<file path="config.mk">
export PLATFORM = sky130hd
export DESIGN_NAME = spi_controller_registers_fifos
export DESIGN_NICKNAME = d
export VERILOG_FILES = /design/src/scp_pkg.sv /design/src/scp_ctrl.sv /design/src/scp_datapath.sv /design/src/spi_controller_registers_fifos.sv
export SDC_FILE = /design/constraint.sdc
export NUM_CORES = 1
export LEC_CHECK = 0
export BUFFER_PORTS_ARGS = -buffer_cell sky130_fd_sc_hd__buf_2
export CAP_MARGIN = 20
export CORE_ASPECT_RATIO = 1.5
export CORE_MARGIN = 2
export CORE_UTILIZATION = 55
export CTS_CLUSTER_DIAMETER = 200
export DETAILED_ROUTE_END_ITERATION = 6
export PLACE_DENSITY = 0.74
export SLEW_MARGIN = 20
export SYNTH_ARGS = -nofsm -noshare
export SYNTH_HDL_FRONTEND = slang
export SYNTH_SLANG_ARGS = --single-unit
</file>
<file path="constraint.sdc">
create_clock -name clk -period 5.4 [get_ports clk]
set_input_delay 1.08 -clock clk [delete_from_list [all_inputs] [get_ports clk]]
set_output_delay 1.08 -clock clk [all_outputs]
set_load 0.02 [all_outputs]
</file>
<file path="src/scp_pkg.sv">
// Package for the SPI port controller: widths, offsets, payload beats and state types.
// No dependencies; every module of the block refers to it by scoped names.
package scp_pkg;

    localparam int FIFO_DEPTH    = 8;
    localparam int PTR_W         = (FIFO_DEPTH > 1) ? $clog2(FIFO_DEPTH) : 1;
    localparam int CNT_W         = $clog2(FIFO_DEPTH + 1);
    localparam int HALF_DEPTH    = FIFO_DEPTH / 2;
    localparam logic [31:0] PERIPHERAL_ID = 32'd4264482;
    localparam logic [31:0] CELL_ID       = 32'd2986209805;

    localparam int WORD_W  = 16;
    localparam int CLK_W   = 20;
    localparam int PROD1_W = 13;
    localparam int PROD2_W = 22;

    localparam logic [1:0] OP_READ     = 2'd0;
    localparam logic [1:0] OP_WRITE    = 2'd1;
    localparam logic [1:0] OP_EXCHANGE = 2'd2;

    localparam logic [1:0] LEN_BYTE = 2'd1;
    localparam logic [1:0] LEN_HALF = 2'd2;
    localparam logic [1:0] LEN_BAD  = 2'd3;

    localparam logic [11:0] OFF_CTRL0   = 12'h000;
    localparam logic [11:0] OFF_CTRL1   = 12'h004;
    localparam logic [11:0] OFF_DATA    = 12'h008;
    localparam logic [11:0] OFF_STATUS  = 12'h00C;
    localparam logic [11:0] OFF_PRESC   = 12'h010;
    localparam logic [11:0] OFF_IMASK   = 12'h014;
    localparam logic [11:0] OFF_RAW     = 12'h018;
    localparam logic [11:0] OFF_MIS     = 12'h01C;
    localparam logic [11:0] OFF_ICLR    = 12'h020;
    localparam logic [11:0] OFF_DMA     = 12'h024;
    localparam logic [11:0] OFF_LIMIT   = 12'hFFC;
    localparam logic [7:0]  OFF_PID_HI  = 8'hFE;
    localparam logic [7:0]  OFF_CID_HI  = 8'hFF;

    localparam int CTRL1_ENABLE = 1;
    localparam logic [7:0] PRESC_WMASK   = 8'hFE;
    localparam logic [7:0] PRESC_DEFAULT = 8'd2;

    typedef struct packed {
        logic [1:0]  operation;
        logic [11:0] offset;
        logic [1:0]  access_bytes;
        logic [15:0] write_data;
        logic [15:0] reply_word;
    } req_t;

    typedef struct packed {
        logic        response_error;
        logic [15:0] read_data;
        logic        frame_sent;
        logic [15:0] sent_word;
        logic [19:0] frame_clocks;
        logic        interrupt_line;
    } rsp_t;

    typedef enum logic [1:0] {
        ST_IDLE,
        ST_EXEC,
        ST_MUL,
        ST_EMIT
    } state_t;

    typedef struct packed {
        logic load;
        logic exec;
        logic mul;
        logic emit;
    } cmd_t;

    typedef struct packed {
        logic need_mul;
    } sts_t;

    function automatic logic [7:0] id_byte(input logic [31:0] id, input logic [1:0] idx);
        logic [7:0] b;
        unique case (idx)
            2'd0:    b = id[7:0];
            2'd1:    b = id[15:8];
            2'd2:    b = id[23:16];
            default: b = id[31:24];
        endcase
        return b;
    endfunction

    function automatic logic [15:0] frame_mask(input logic [3:0] size_m1);
        logic [4:0] bits;
        bits = {1'b0, size_m1} + 5'd1;
        return ~(16'hFFFF << bits);
    endfunction

    function automatic logic [PTR_W-1:0] ptr_inc(input logic [PTR_W-1:0] p);
        return (p == PTR_W'(FIFO_DEPTH - 1)) ? '0 : p + PTR_W'(1);
    endfunction

endpackage

</file>
<file path="src/scp_ctrl.sv">
// Controller state machine for the SPI port controller: handshakes and sequencing.
// Depends on scp_pkg; drives the datapath through command and status structs.
module scp_ctrl
(
    input  logic           clk,
    input  logic           rst_n,
    input  logic           request_valid,
    output logic           request_ready,
    output logic           response_valid,
    input  logic           response_ready,
    input  scp_pkg::sts_t  sts,
    output scp_pkg::cmd_t  cmd
);

    scp_pkg::state_t state_reg, state_next;
    logic            out_valid_reg, out_valid_next;
    logic            slot_free;

    always_ff @(posedge clk or negedge rst_n)
    begin
        if (!rst_n)
        begin
            state_reg     <= scp_pkg::ST_IDLE;
            out_valid_reg <= 1'b0;
        end
        else
        begin
            state_reg     <= state_next;
            out_valid_reg <= out_valid_next;
        end
    end

    assign slot_free = !out_valid_reg || response_ready;

    always_comb
    begin
        state_next    = state_reg;
        cmd           = '0;
        request_ready = 1'b0;
        unique case (state_reg)
            scp_pkg::ST_IDLE:
            begin
                request_ready = 1'b1;
                if (request_valid)
                begin
                    cmd.load   = 1'b1;
                    state_next = scp_pkg::ST_EXEC;
                end
            end
            scp_pkg::ST_EXEC:
            begin
                cmd.exec   = 1'b1;
                state_next = sts.need_mul ? scp_pkg::ST_MUL : scp_pkg::ST_EMIT;
            end
            scp_pkg::ST_MUL:
            begin
                cmd.mul    = 1'b1;
                state_next = scp_pkg::ST_EMIT;
            end
            default:
            begin
                if (slot_free)
                begin
                    cmd.emit      = 1'b1;
                    request_ready = 1'b1;
                    if (request_valid)
                    begin
                        cmd.load   = 1'b1;
                        state_next = scp_pkg::ST_EXEC;
                    end
                    else
                    begin
                        state_next = scp_pkg::ST_IDLE;
                    end
                end
            end
        endcase

        if (cmd.emit)
            out_valid_next = 1'b1;
        else if (response_ready)
            out_valid_next = 1'b0;
        else
            out_valid_next = out_valid_reg;
    end

    assign response_valid = out_valid_reg;

`ifndef NO_ASSERTIONS
    a_emit_shows: assert property (@(posedge clk) disable iff (!rst_n)
        cmd.emit |=> response_valid)
        else $error("result not presented after emit");

    a_mul_after_exec: assert property (@(posedge clk) disable iff (!rst_n)
        state_reg == scp_pkg::ST_MUL |-> $past(state_reg) == scp_pkg::ST_EXEC)
        else $error("multiply step without execute");

    a_accept_exec: assert property (@(posedge clk) disable iff (!rst_n)
        request_valid && request_ready |=> state_reg == scp_pkg::ST_EXEC)
        else $error("accepted beat not executed");
`endif

endmodule

</file>
<file path="src/scp_datapath.sv">
// Datapath for the SPI port controller: register file, FIFOs, frame timing multiply.
// Depends on scp_pkg; steered by the command struct from scp_ctrl.
module scp_datapath
(
    input  logic           clk,
    input  logic           rst_n,
    input  scp_pkg::cmd_t  cmd,
    output scp_pkg::sts_t  sts,
    input  scp_pkg::req_t  request,
    output scp_pkg::rsp_t  response
);

    logic [15:0] tx_mem [scp_pkg::FIFO_DEPTH];
    logic [15:0] rx_mem [scp_pkg::FIFO_DEPTH];

    scp_pkg::req_t req_reg;
    scp_pkg::rsp_t res_reg, res_next;
    scp_pkg::rsp_t out_reg;
    scp_pkg::rsp_t emit_val;

    logic [15:0] cz_reg, cz_next;
    logic [3:0]  c1_reg, c1_next;
    logic [7:0]  ps_reg, ps_next;
    logic [3:0]  mask_reg, mask_next;
    logic        ovr_reg, ovr_next;
    logic [1:0]  dma_reg, dma_next;

    logic [scp_pkg::PTR_W-1:0] tx_head_reg, tx_tail_reg, rx_head_reg, rx_tail_reg;
    logic [scp_pkg::CNT_W-1:0] tx_cnt_reg, rx_cnt_reg;
    logic [15:0] tx_rd_reg, rx_rd_reg;
    logic [scp_pkg::PROD1_W-1:0] prod_reg;

    logic        tx_push, tx_pop, rx_push, rx_pop;
    logic        tx_empty, tx_full, rx_empty, rx_full, send, bad;
    logic [15:0] mask16, wr_val, rd_val, rx_word;
    logic [3:0]  raw;
    logic [4:0]  bits;
    logic [7:0]  ps_eff;
    logic [8:0]  scr;
    logic [scp_pkg::PROD2_W-1:0] prod2;

    assign tx_empty = tx_cnt_reg == '0;
    assign tx_full  = tx_cnt_reg == scp_pkg::CNT_W'(scp_pkg::FIFO_DEPTH);
    assign rx_empty = rx_cnt_reg == '0;
    assign rx_full  = rx_cnt_reg == scp_pkg::CNT_W'(scp_pkg::FIFO_DEPTH);
    assign mask16   = scp_pkg::frame_mask(cz_reg[3:0]);
    assign raw      = {tx_cnt_reg <= scp_pkg::CNT_W'(scp_pkg::HALF_DEPTH),
                       rx_cnt_reg >= scp_pkg::CNT_W'(scp_pkg::HALF_DEPTH),
                       1'b0, ovr_reg};
    assign send     = req_reg.operation == scp_pkg::OP_EXCHANGE && !tx_empty
                      && c1_reg[scp_pkg::CTRL1_ENABLE];
    assign bad      = req_reg.offset > scp_pkg::OFF_LIMIT
                      || req_reg.access_bytes == scp_pkg::LEN_BAD;
    assign sts.need_mul = send;
    assign rx_word  = req_reg.reply_word & mask16;

    assign bits   = {1'b0, cz_reg[3:0]} + 5'd1;
    assign ps_eff = (ps_reg == '0) ? scp_pkg::PRESC_DEFAULT : ps_reg;
    assign scr    = {1'b0, cz_reg[15:8]} + 9'd1;
    assign prod2  = scp_pkg::PROD2_W'(prod_reg) * scp_pkg::PROD2_W'(scr);

    always_comb
    begin
        priority if (req_reg.access_bytes == scp_pkg::LEN_HALF)
            wr_val = req_reg.write_data;
        else if (req_reg.access_bytes == scp_pkg::LEN_BYTE)
            wr_val = {8'h00, req_reg.write_data[7:0]};
        else
            wr_val = '0;
    end

    always_comb
    begin
        rd_val = '0;
        unique case (req_reg.offset)
            scp_pkg::OFF_CTRL0:  rd_val = cz_reg;
            scp_pkg::OFF_CTRL1:  rd_val = {12'h000, c1_reg};
            scp_pkg::OFF_DATA:   rd_val = rx_empty ? '0 : (rx_rd_reg & mask16);
            scp_pkg::OFF_STATUS: rd_val = {11'h000, !tx_empty, rx_full, !rx_empty,
                                           !tx_full, tx_empty};
            scp_pkg::OFF_PRESC:  rd_val = {8'h00, ps_reg};
            scp_pkg::OFF_IMASK:  rd_val = {12'h000, mask_reg};
            scp_pkg::OFF_RAW:    rd_val = {12'h000, raw};
            scp_pkg::OFF_MIS:    rd_val = {12'h000, raw & mask_reg};
            scp_pkg::OFF_DMA:    rd_val = {14'h0000, dma_reg};
            default:
            begin
                if (req_reg.offset[1:0] == 2'b00
                    && req_reg.offset[11:4] == scp_pkg::OFF_PID_HI)
                    rd_val = {8'h00, scp_pkg::id_byte(scp_pkg::PERIPHERAL_ID,
                                                      req_reg.offset[3:2])};
                else if (req_reg.offset[1:0] == 2'b00
                         && req_reg.offset[11:4] == scp_pkg::OFF_CID_HI)
                    rd_val = {8'h00, scp_pkg::id_byte(scp_pkg::CELL_ID,
                                                      req_reg.offset[3:2])};
            end
        endcase
    end

    always_comb
    begin
        cz_next   = cz_reg;
        c1_next   = c1_reg;
        ps_next   = ps_reg;
        mask_next = mask_reg;
        ovr_next  = ovr_reg;
        dma_next  = dma_reg;
        tx_push   = 1'b0;
        tx_pop    = 1'b0;
        rx_push   = 1'b0;
        rx_pop    = 1'b0;
        res_next  = '0;
        if (cmd.exec)
        begin
            if (req_reg.operation == scp_pkg::OP_EXCHANGE)
            begin
                if (send)
                begin
                    tx_pop             = 1'b1;
                    res_next.frame_sent = 1'b1;
                    res_next.sent_word  = tx_rd_reg;
                    if (rx_full)
                        ovr_next = 1'b1;
                    else
                        rx_push = 1'b1;
                end
            end
            else if (bad)
            begin
                res_next.response_error = 1'b1;
            end
            else if (req_reg.operation == scp_pkg::OP_READ)
            begin
                if (req_reg.offset == scp_pkg::OFF_DATA)
                begin
                    if (rx_empty)
                        ovr_next = 1'b1;
                    else
                        rx_pop = 1'b1;
                end
                priority if (req_reg.access_bytes == scp_pkg::LEN_HALF)
                    res_next.read_data = rd_val;
                else if (req_reg.access_bytes == scp_pkg::LEN_BYTE)
                    res_next.read_data = {8'h00, rd_val[7:0]};
                else
                    res_next.read_data = '0;
            end
            else if (req_reg.operation == scp_pkg::OP_WRITE)
            begin
                unique case (req_reg.offset)
                    scp_pkg::OFF_CTRL0: cz_next   = wr_val;
                    scp_pkg::OFF_CTRL1: c1_next   = wr_val[3:0];
                    scp_pkg::OFF_DATA:
                    begin
                        if (tx_full)
                            res_next.response_error = 1'b1;
                        else
                            tx_push = 1'b1;
                    end
                    scp_pkg::OFF_PRESC: ps_next   = wr_val[7:0] & scp_pkg::PRESC_WMASK;
                    scp_pkg::OFF_IMASK: mask_next = wr_val[3:0];
                    scp_pkg::OFF_ICLR:  ovr_next  = ovr_reg & !wr_val[0];
                    scp_pkg::OFF_DMA:   dma_next  = wr_val[1:0];
                    default:            res_next.response_error = 1'b1;
                endcase
            end
        end
    end

    always_comb
    begin
        emit_val                = res_reg;
        emit_val.interrupt_line = |(raw & mask_reg);
    end

    always_ff @(posedge clk or negedge rst_n)
    begin
        if (!rst_n)
        begin
            cz_reg      <= '0;
            c1_reg      <= '0;
            ps_reg      <= '0;
            mask_reg    <= '0;
            ovr_reg     <= 1'b0;
            dma_reg     <= '0;
            tx_head_reg <= '0;
            tx_tail_reg <= '0;
            tx_cnt_reg  <= '0;
            rx_head_reg <= '0;
            rx_tail_reg <= '0;
            rx_cnt_reg  <= '0;
        end
        else
        begin
            cz_reg   <= cz_next;
            c1_reg   <= c1_next;
            ps_reg   <= ps_next;
            mask_reg <= mask_next;
            ovr_reg  <= ovr_next;
            dma_reg  <= dma_next;
            if (tx_push)
            begin
                tx_tail_reg <= scp_pkg::ptr_inc(tx_tail_reg);
                tx_cnt_reg  <= tx_cnt_reg + scp_pkg::CNT_W'(1);
            end
            else if (tx_pop)
            begin
                tx_head_reg <= scp_pkg::ptr_inc(tx_head_reg);
                tx_cnt_reg  <= tx_cnt_reg - scp_pkg::CNT_W'(1);
            end
            if (rx_push)
            begin
                rx_tail_reg <= scp_pkg::ptr_inc(rx_tail_reg);
                rx_cnt_reg  <= rx_cnt_reg + scp_pkg::CNT_W'(1);
            end
            else if (rx_pop)
            begin
                rx_head_reg <= scp_pkg::ptr_inc(rx_head_reg);
                rx_cnt_reg  <= rx_cnt_reg - scp_pkg::CNT_W'(1);
            end
        end
    end

    // FIFO storage; read ports sample the head every cycle
    always_ff @(posedge clk)
    begin
        if (tx_push)
            tx_mem[tx_tail_reg] <= wr_val;
        if (rx_push)
            rx_mem[rx_tail_reg] <= rx_word;
        tx_rd_reg <= tx_mem[tx_head_reg];
        rx_rd_reg <= rx_mem[rx_head_reg];
    end

    always_ff @(posedge clk)
    begin
        if (cmd.load)
            req_reg <= request;
        if (cmd.exec)
        begin
            res_reg  <= res_next;
            prod_reg <= scp_pkg::PROD1_W'(bits) * scp_pkg::PROD1_W'(ps_eff);
        end
        else if (cmd.mul)
        begin
            res_reg.frame_clocks <= prod2[scp_pkg::CLK_W-1:0];
        end
        if (cmd.emit)
            out_reg <= emit_val;
    end

    assign response = out_reg;

`ifndef NO_ASSERTIONS
    a_tx_bound: assert property (@(posedge clk) disable iff (!rst_n)
        tx_cnt_reg <= scp_pkg::CNT_W'(scp_pkg::FIFO_DEPTH))
        else $error("transmit level beyond depth");

    a_rx_bound: assert property (@(posedge clk) disable iff (!rst_n)
        rx_cnt_reg <= scp_pkg::CNT_W'(scp_pkg::FIFO_DEPTH))
        else $error("receive level beyond depth");

    a_mul_sent: assert property (@(posedge clk) disable iff (!rst_n)
        cmd.mul |-> res_reg.frame_sent && !res_reg.response_error)
        else $error("timing multiply for a beat that sent nothing");
`endif

endmodule

</file>
<file path="src/spi_controller_registers_fifos.sv">
// SPI port controller top level: register file, 8-deep transmit and receive FIFOs.
// Each accepted beat passes an execute state, then, for a sent frame, a multiply
// state (the frame time takes a second multiply step), then an emit state that
// loads the output register and accepts the next; a full output register stalls.
// Reset (rst_n, asynchronous): registers to reset values, FIFOs empty at once.
// Depends on scp_pkg, scp_ctrl and scp_datapath.
module spi_controller_registers_fifos
(
    input  logic           clk,
    input  logic           rst_n,
    input  logic           request_valid,
    output logic           request_ready,
    input  scp_pkg::req_t  request,
    output logic           response_valid,
    input  logic           response_ready,
    output scp_pkg::rsp_t  response
);

    scp_pkg::cmd_t cmd;
    scp_pkg::sts_t sts;

    scp_ctrl u_ctrl
    (
        .clk            (clk),
        .rst_n          (rst_n),
        .request_valid  (request_valid),
        .request_ready  (request_ready),
        .response_valid (response_valid),
        .response_ready (response_ready),
        .sts            (sts),
        .cmd            (cmd)
    );

    scp_datapath u_datapath
    (
        .clk      (clk),
        .rst_n    (rst_n),
        .cmd      (cmd),
        .sts      (sts),
        .request  (request),
        .response (response)
    );

endmodule

</file>
Word level (Yosys, flattened, before mapping)
Memory sizes are Yosys's and may differ from the RTL's. A register that Yosys moved wholly into a read port is not among the register bits.
Index checks and enable logic that the tools add are counted.
{ "word_totals": {"ramBits": 256, "memories": 2, "input_bits": 52, "register_bits": 227, "out_inout_bits": 57} }
{ "mem_list": {"columns": ["name", "words", "word_bits", "rd", "rd_clocked_by_memory_dff", "wr", "line", "source"], "rows": [
  ["u_datapath.rx_mem", 8, 16, 1, 1, 1, "scp_datapath.sv:14", "logic [15:0] rx_mem [scp_pkg::FIFO_DEPTH];"],
  ["u_datapath.tx_mem", 8, 16, 1, 1, 1, "scp_datapath.sv:13", "logic [15:0] tx_mem [scp_pkg::FIFO_DEPTH];"]
]} }
{ "classes": {"eq_ne": 32, "n_reduce_logical": 40, "n_lt_le_gt_ge": 3, "shift": 1, "n_addsub": 10, "muxes": 73, "n_bitwise": 10, "mul": 2} }
{ "op_table": {"columns": ["cell", "count"], "rows": [
  ["16-bit case mux with 9 select lines", 1],
  ["16-bit two-way mux", 4],
  ["12-bit by 5-bit equality test with 1-bit output (second input constant)", 4],
  ["1-bit two-way mux", 47],
  ["16-bit bitwise AND", 2],
  ["8-bit two-way mux", 4],
  ["6-bit AND reduction", 5],
  ["12-bit by 4-bit equality test with 1-bit output (second input constant)", 2],
  ["12-bit by 6-bit equality test with 1-bit output (second input constant)", 2],
  ["8-bit case mux with 3 select lines", 1],
  ["7-bit case mux with 3 select lines", 1],
  ["13-bit by 9-bit multiplier with 20-bit output", 1],
  ["17-bit two-way mux", 1],
  ["8-bit equality test (second input constant)", 2],
  ["4-bit two-way mux", 4],
  ["16-bit inverter", 1],
  ["16-bit by 5-bit left shift with 16-bit output (first input constant)", 1],
  ["5-bit by 8-bit multiplier with 13-bit output", 1],
  ["3-bit by 1-bit adder with 3-bit output (second input constant)", 4],
  ["12-bit by 3-bit equality test with 1-bit output (second input constant)", 1],
  ["3-bit equality test (second input constant)", 4],
  ["12-bit greater-than comparator (second input constant)", 1],
  ["12-bit logical NOT", 1],
  ["3-bit two-way mux", 4],
  ["other kinds (34)", 72]
]} }

Longest topological paths before layout
{ "depth": {"word_depth": 10, "ltp_mapped": 21, "mapped_depth_nobuf": 20} }

By module
Synthesis repeated with hierarchy kept, for this count alone.
{ "unflattened": {"cells_unflattened": 1671, "hier_area_um2": 24166.9} }
{ "by_module_without_submodules": {"columns": ["module", "cells_per_inst", "n_inst", "seq_area_each_um2", "area_per_inst_um2"], "rows": [
  ["scp_datapath", 1649, 1, 14503.9, 23925.4],
  ["scp_ctrl", 22, 1, 75.1, 241.5]
]} }

Worst setup path after synthesis
Ideal clock, no wire load.
{ "synth_path": {"path_kind": "flip-flop to flip-flop", "start": "register u_datapath.cz_reg[10]", "end": "register u_datapath.res_reg, in the netlist u_datapath.emit_val[16]", "stages_incl_launch_ff": 18, "n_path_buf": 1, "path_slack_ns": 0.359, "t_arrival_ns": 4.911, "t_required_ns": 5.270, "synth_period_minus_slack_ns": 5.041, "path_cell_list": "dfrtp_1 -> nand3_1 -> nor3_1 -> xor2_1 -> clkbuf_1 -> and2_1 -> fa_1 -> fa_1 -> fa_1 -> inv_1 -> fa_1 -> inv_1 -> ha_1 -> or4_1 -> o21a_1 -> a21bo_2 -> xnor2_1 -> o22ai_1"} }
{ "synth_via": {"elab_chain_len": 2} }
{ "synth_rtl": {"columns": ["element", "line", "source"], "rows": [
  ["start, declared", "scp_datapath.sv:21", "logic [15:0] cz_reg, cz_next;"],
  ["start signal, assigned", "scp_datapath.sv:195", "cz_reg <= cz_next;"],
  ["8-bit by 1-bit adder with 9-bit output", "scp_datapath.sv:59", "assign scr = {1'b0, cz_reg[15:8]} + 9'd1;"],
  ["13-bit by 9-bit multiplier with 20-bit output", "scp_datapath.sv:60", "assign prod2 = scp_pkg::PROD2_W'(prod_reg) * scp_pkg::PROD2_W'(scr);"],
  ["end signal, assigned", "scp_datapath.sv:241", "res_reg <= res_next;"],
  ["end, declared", "scp_datapath.sv:17", "scp_pkg::rsp_t res_reg, res_next;"]
]} }
No other way between the ends.
A chain may end at the register's enable or synchronous reset.

Final worst setup path
{ "layout_path": {"start": "register u_datapath.cz_reg[8]", "end": "register u_datapath.res_reg, in the netlist u_datapath.emit_val[18]"} }
Same word-level chain as after synthesis.

==> flow_summary_export.csv <==
group,metric,value,unit
yosys,synth_simple_gate_area_share,9.168,%
clock_tree,clock_sink_count,512,
yosys,dominantRegCellSynth,"sky130_fd_sc_hd__edfxtp_1",
cells_and_area,post_route_cells_drive_above_1_share,21.87,%
cells_and_area,final_stage_net_count,2003,
yosys,netlist_area_before_placement,23990,um^2
yosys,synth_instances,1641,
yosys,synth_edf_count,404,
power,total_leakage_power,10.31,nW
cells_and_area,final_cell_mix,"sky130_fd_sc_hd__edfxtp_1 (404), sky130_fd_sc_hd__inv_1 (144), sky130_fd_sc_hd__nand2_1 (132)",
critical_path,timing.setup.critical_path_class,"reg2reg",
sta,min_period_over_period,94.84,%
critical_path,r2r_start,"u_datapath.cz_reg[8]",
critical_path,worstPathArrival,5.62,ns
yosys,synth.lib_cells_used.distinct,74,
power,fin_total_pwr,9.750,mW
place,detailedPlace.worstSlack,0.1758,ns
clock_tree,clockBufferDepth,3,
drt,num_vias,13569,
drt,drt_drc_violations_left,0,
die,initial_core_util,55.73,%
place,globalplace.congestion,0.9200,
place,hpwl,34030,um
sta,fmax,0.1953,GHz
critical_path,worstSetupStartpoint,"u_datapath.cz_reg[8]",
clock_tree,postCtsHoldBufs,0,
clock_tree,numCtsBuffers,46,
cells_and_area,flow.area_growth_from_synthesis,12.55,%
status,status,"completed",
cells_and_area,most_common_library_cell_in_the_layout_ignoring_fill_and_taps,"sky130_fd_sc_hd__edfxtp_1",
die,chipWidth,174.5,um
power,power.share.combinational,13.9,%
sta,setup-violations-final,0,
sta,max-slew-margin-rel,30.57,%
power,sw_frac_of_total,27.18,%
sta,finalHoldViolations,0,
cells_and_area,postLayoutCoreUtil,62.72,%
yosys,synth-warning-count,0,
power,vdd.ir_drop.worst,302.8,uV
global_routing,initial_antenna_violation_count,0,
clock_tree,cts_root_buffer,"sky130_fd_sc_hd__clkbuf_16",
sta,final_hold_slack,0.4114,ns
critical_path,cp.required,5.90,ns
critical_path,crit_path_end_kind,"flip-flop",
sta,post-route-worst-setup-slack,0.2786,ns
yosys,ys_ff_latch,512,
global_routing,first_global_vias,13880,
yosys,syn_nets,1862,
sta,slew_of_the_pin_with_the_lowest_slew_margin,1.038,ns
place,io_buffers,107,
power,pwr-share-clk,33.8,%
drt,detail_route.vias_per_cell,5.673,
sta,max_slew_violation_total_from_the_final_report,0,
clock_tree,cts.reportedPaths.clkPinSlew,0.07,ns
power,p_sw,2.650,mW
yosys,synthXorXnorAreaFrac,1.278,%
clock_tree,clock_latency,0.58,ns
drt,detail_route.wirelength,49410,um
drt,dr.pass1.iters,6,
power,cellInternalPower,7.100,mW
critical_path,setup.worst_path.start_class,"flip-flop",
job,cap_viol_max_count,0,
clock_tree,cts_tree,"built",
sta,period_needed,5.121,ns
yosys,synthesized_area_fraction_occupied_by_ao_oa_aoi_and_oai_cells,4.365,%
global_routing,grt_usage,21.97,%
die,design.die.area,45350,um^2
yosys,synthAdderAreaFrac,11.54,%
hold_path,holdCritPathClass,"reg2reg",
global_routing,grt_start_max_net_pins,58,
sta,timing.clock.skew,0.02406,ns
yosys,synthMuxAreaShare,9.580,%
clock_tree,cts_max_level,2,
global_routing,grt_first_pass_wirelength,76250,um
critical_path,critical_path.max_fanout,10,
hold_path,worstHoldStart,"u_datapath.emit_val[49]",
die,row_count,93,
yosys,synth.yosys.seq_area_share,60.76,%
power,power.density_cell_area,361.1,nW/um^2
yosys,largest_family_of_logic_cells_by_synthesized_area,"adder cells",
power,p_seq_share,52.3,%
global_routing,global_route.overflow_total,0,
yosys,post_synth.cell_area_avg,14.62,um^2
yosys,async_sr_flop_fraction,11.13,%
drt,ant_nets,0,
die,core,43050,um^2
die,design.portCount,109,
drt,average_wire_length_per_cell_after_detail_routing,20.66,um
die,chipHeight,259.8,um
drt,detail_route.iter0.violations,859,
-- cell type report --
class                      instances  area [um^2]
fill                            3195        16050
clock inverter                    27        294.0
sequential                       512        14580
multi-input combinational        927         8750
tap                              570        713.2
antenna                            2        5.005
clock buffer                      59         1251
inverter                         144        540.5
timing repair buffer             151        865.8
-- synth_stat cells, types with 38 or more instances --
| library cell | n | share of area, % |
|---|---|---|
| sky130_fd_sc_hd__clkbuf_1 | 38 | 0.59 |
| sky130_fd_sc_hd__mux2_2 | 62 | 2.9 |
| sky130_fd_sc_hd__edfxtp_1 | 404 | 51 |
| sky130_fd_sc_hd__ha_1 | 82 | 4.3 |
| sky130_fd_sc_hd__inv_1 | 144 | 2.3 |
| sky130_fd_sc_hd__nand2_1 | 133 | 2.1 |
| sky130_fd_sc_hd__dfrtp_1 | 57 | 5.9 |
| sky130_fd_sc_hd__and2_1 | 96 | 2.5 |
| sky130_fd_sc_hd__mux4_2 | 64 | 6.0 |
| sky130_fd_sc_hd__fa_1 | 87 | 7.3 |
| sky130_fd_sc_hd__nor2_1 | 68 | 1.1 |
| sky130_fd_sc_hd__dfxtp_1 | 51 | 4.3 |
-- power by group through the flow --
stage / registers, mW / logic (mW) / clock network [mW]
6_report: 5.10 / 1.36 / 3.29
5_1_grt: 5.14 / 1.48 / 3.50
4_1_cts: 5.10 / 1.37 / 3.36
3_5_place_dp: 5.18 / 1.37 / 0
3_3_place_gp: 5.17 / 1.33 / 0
2_1_floorplan: 5.27 / 0.708 / 0
-- kinds of logic after synthesis --
family,count (synthesis)
AO/OA/AOI/OAI,154
XOR/XNOR,35
adder cells (fa/ha/maj),169
AND/OR/NAND/NOR,427
other,1
flip-flops,512
multiplexers,141
buffers and inverters,202
-- per-stage QoR --
stage	std cells	setup TNS, ns	instance area [um^2]
final	2392	0	27000
after floorplan	1641	0	23990
after detailed placement	2299	0	25360
after global placement	2299	0	25360
after global routing	2390	-0.002417	27000
after CTS	2385	0	26910
-- repair_timing --
item,4_1_cts,5_1_grt
setup buffers,0,5
gates resized for setup,0,11
setup endpoints to repair,0,5
hold endpoints to repair,0,0
-- worst paths after layout --
path	end	slack, ns	cells past startpoint
setup / recovery	u_datapath.emit_val[18]	0.28	17
hold / removal	u_datapath.response[49]	0.41	0
setup reg to reg	u_datapath.emit_val[18]	0.28	17
hold reg to reg	u_datapath.response[49]	0.41	0
max in group asynchronous	u_datapath.cz_reg[13]	4.13	2
min in group asynchronous	u_datapath.rx_tail_reg[2]	0.64	2
-- routing by layer --
| layer | global-route usage [%] | vias to the layer above | routed length, um |
|---|---|---|---|
| met5 | 0 | - | 0 |
| met4 | 8.241 | 0 | 1761 |
| met3 | 2.734 | 96 | 2213 |
| met2 | 41.36 | 406 | 26770 |
| met1 | 25.62 | 6892 | 18670 |
| li1 | - | 6175 | - |
-- worst max-delay path, stage by stage (launching register included) --
cell                       delay [ns]
sky130_fd_sc_hd__dfrtp_1         0.43
sky130_fd_sc_hd__ha_1            0.27
sky130_fd_sc_hd__nand2_2         0.11
sky130_fd_sc_hd__nor2_4          0.05
sky130_fd_sc_hd__and3_4          0.22
sky130_fd_sc_hd__and2_1          0.18
sky130_fd_sc_hd__fa_1            0.52
sky130_fd_sc_hd__fa_1            0.52
sky130_fd_sc_hd__fa_1            0.55
sky130_fd_sc_hd__inv_1           0.06
sky130_fd_sc_hd__fa_1            0.52
sky130_fd_sc_hd__inv_1           0.04
sky130_fd_sc_hd__ha_1            0.24
sky130_fd_sc_hd__or4_1           0.54
sky130_fd_sc_hd__o211ai_1        0.29
sky130_fd_sc_hd__a21boi_0        0.14
sky130_fd_sc_hd__o31a_1          0.29
sky130_fd_sc_hd__nor2_1          0.07
No activity file was read; power rests on OpenSTA's default activity.
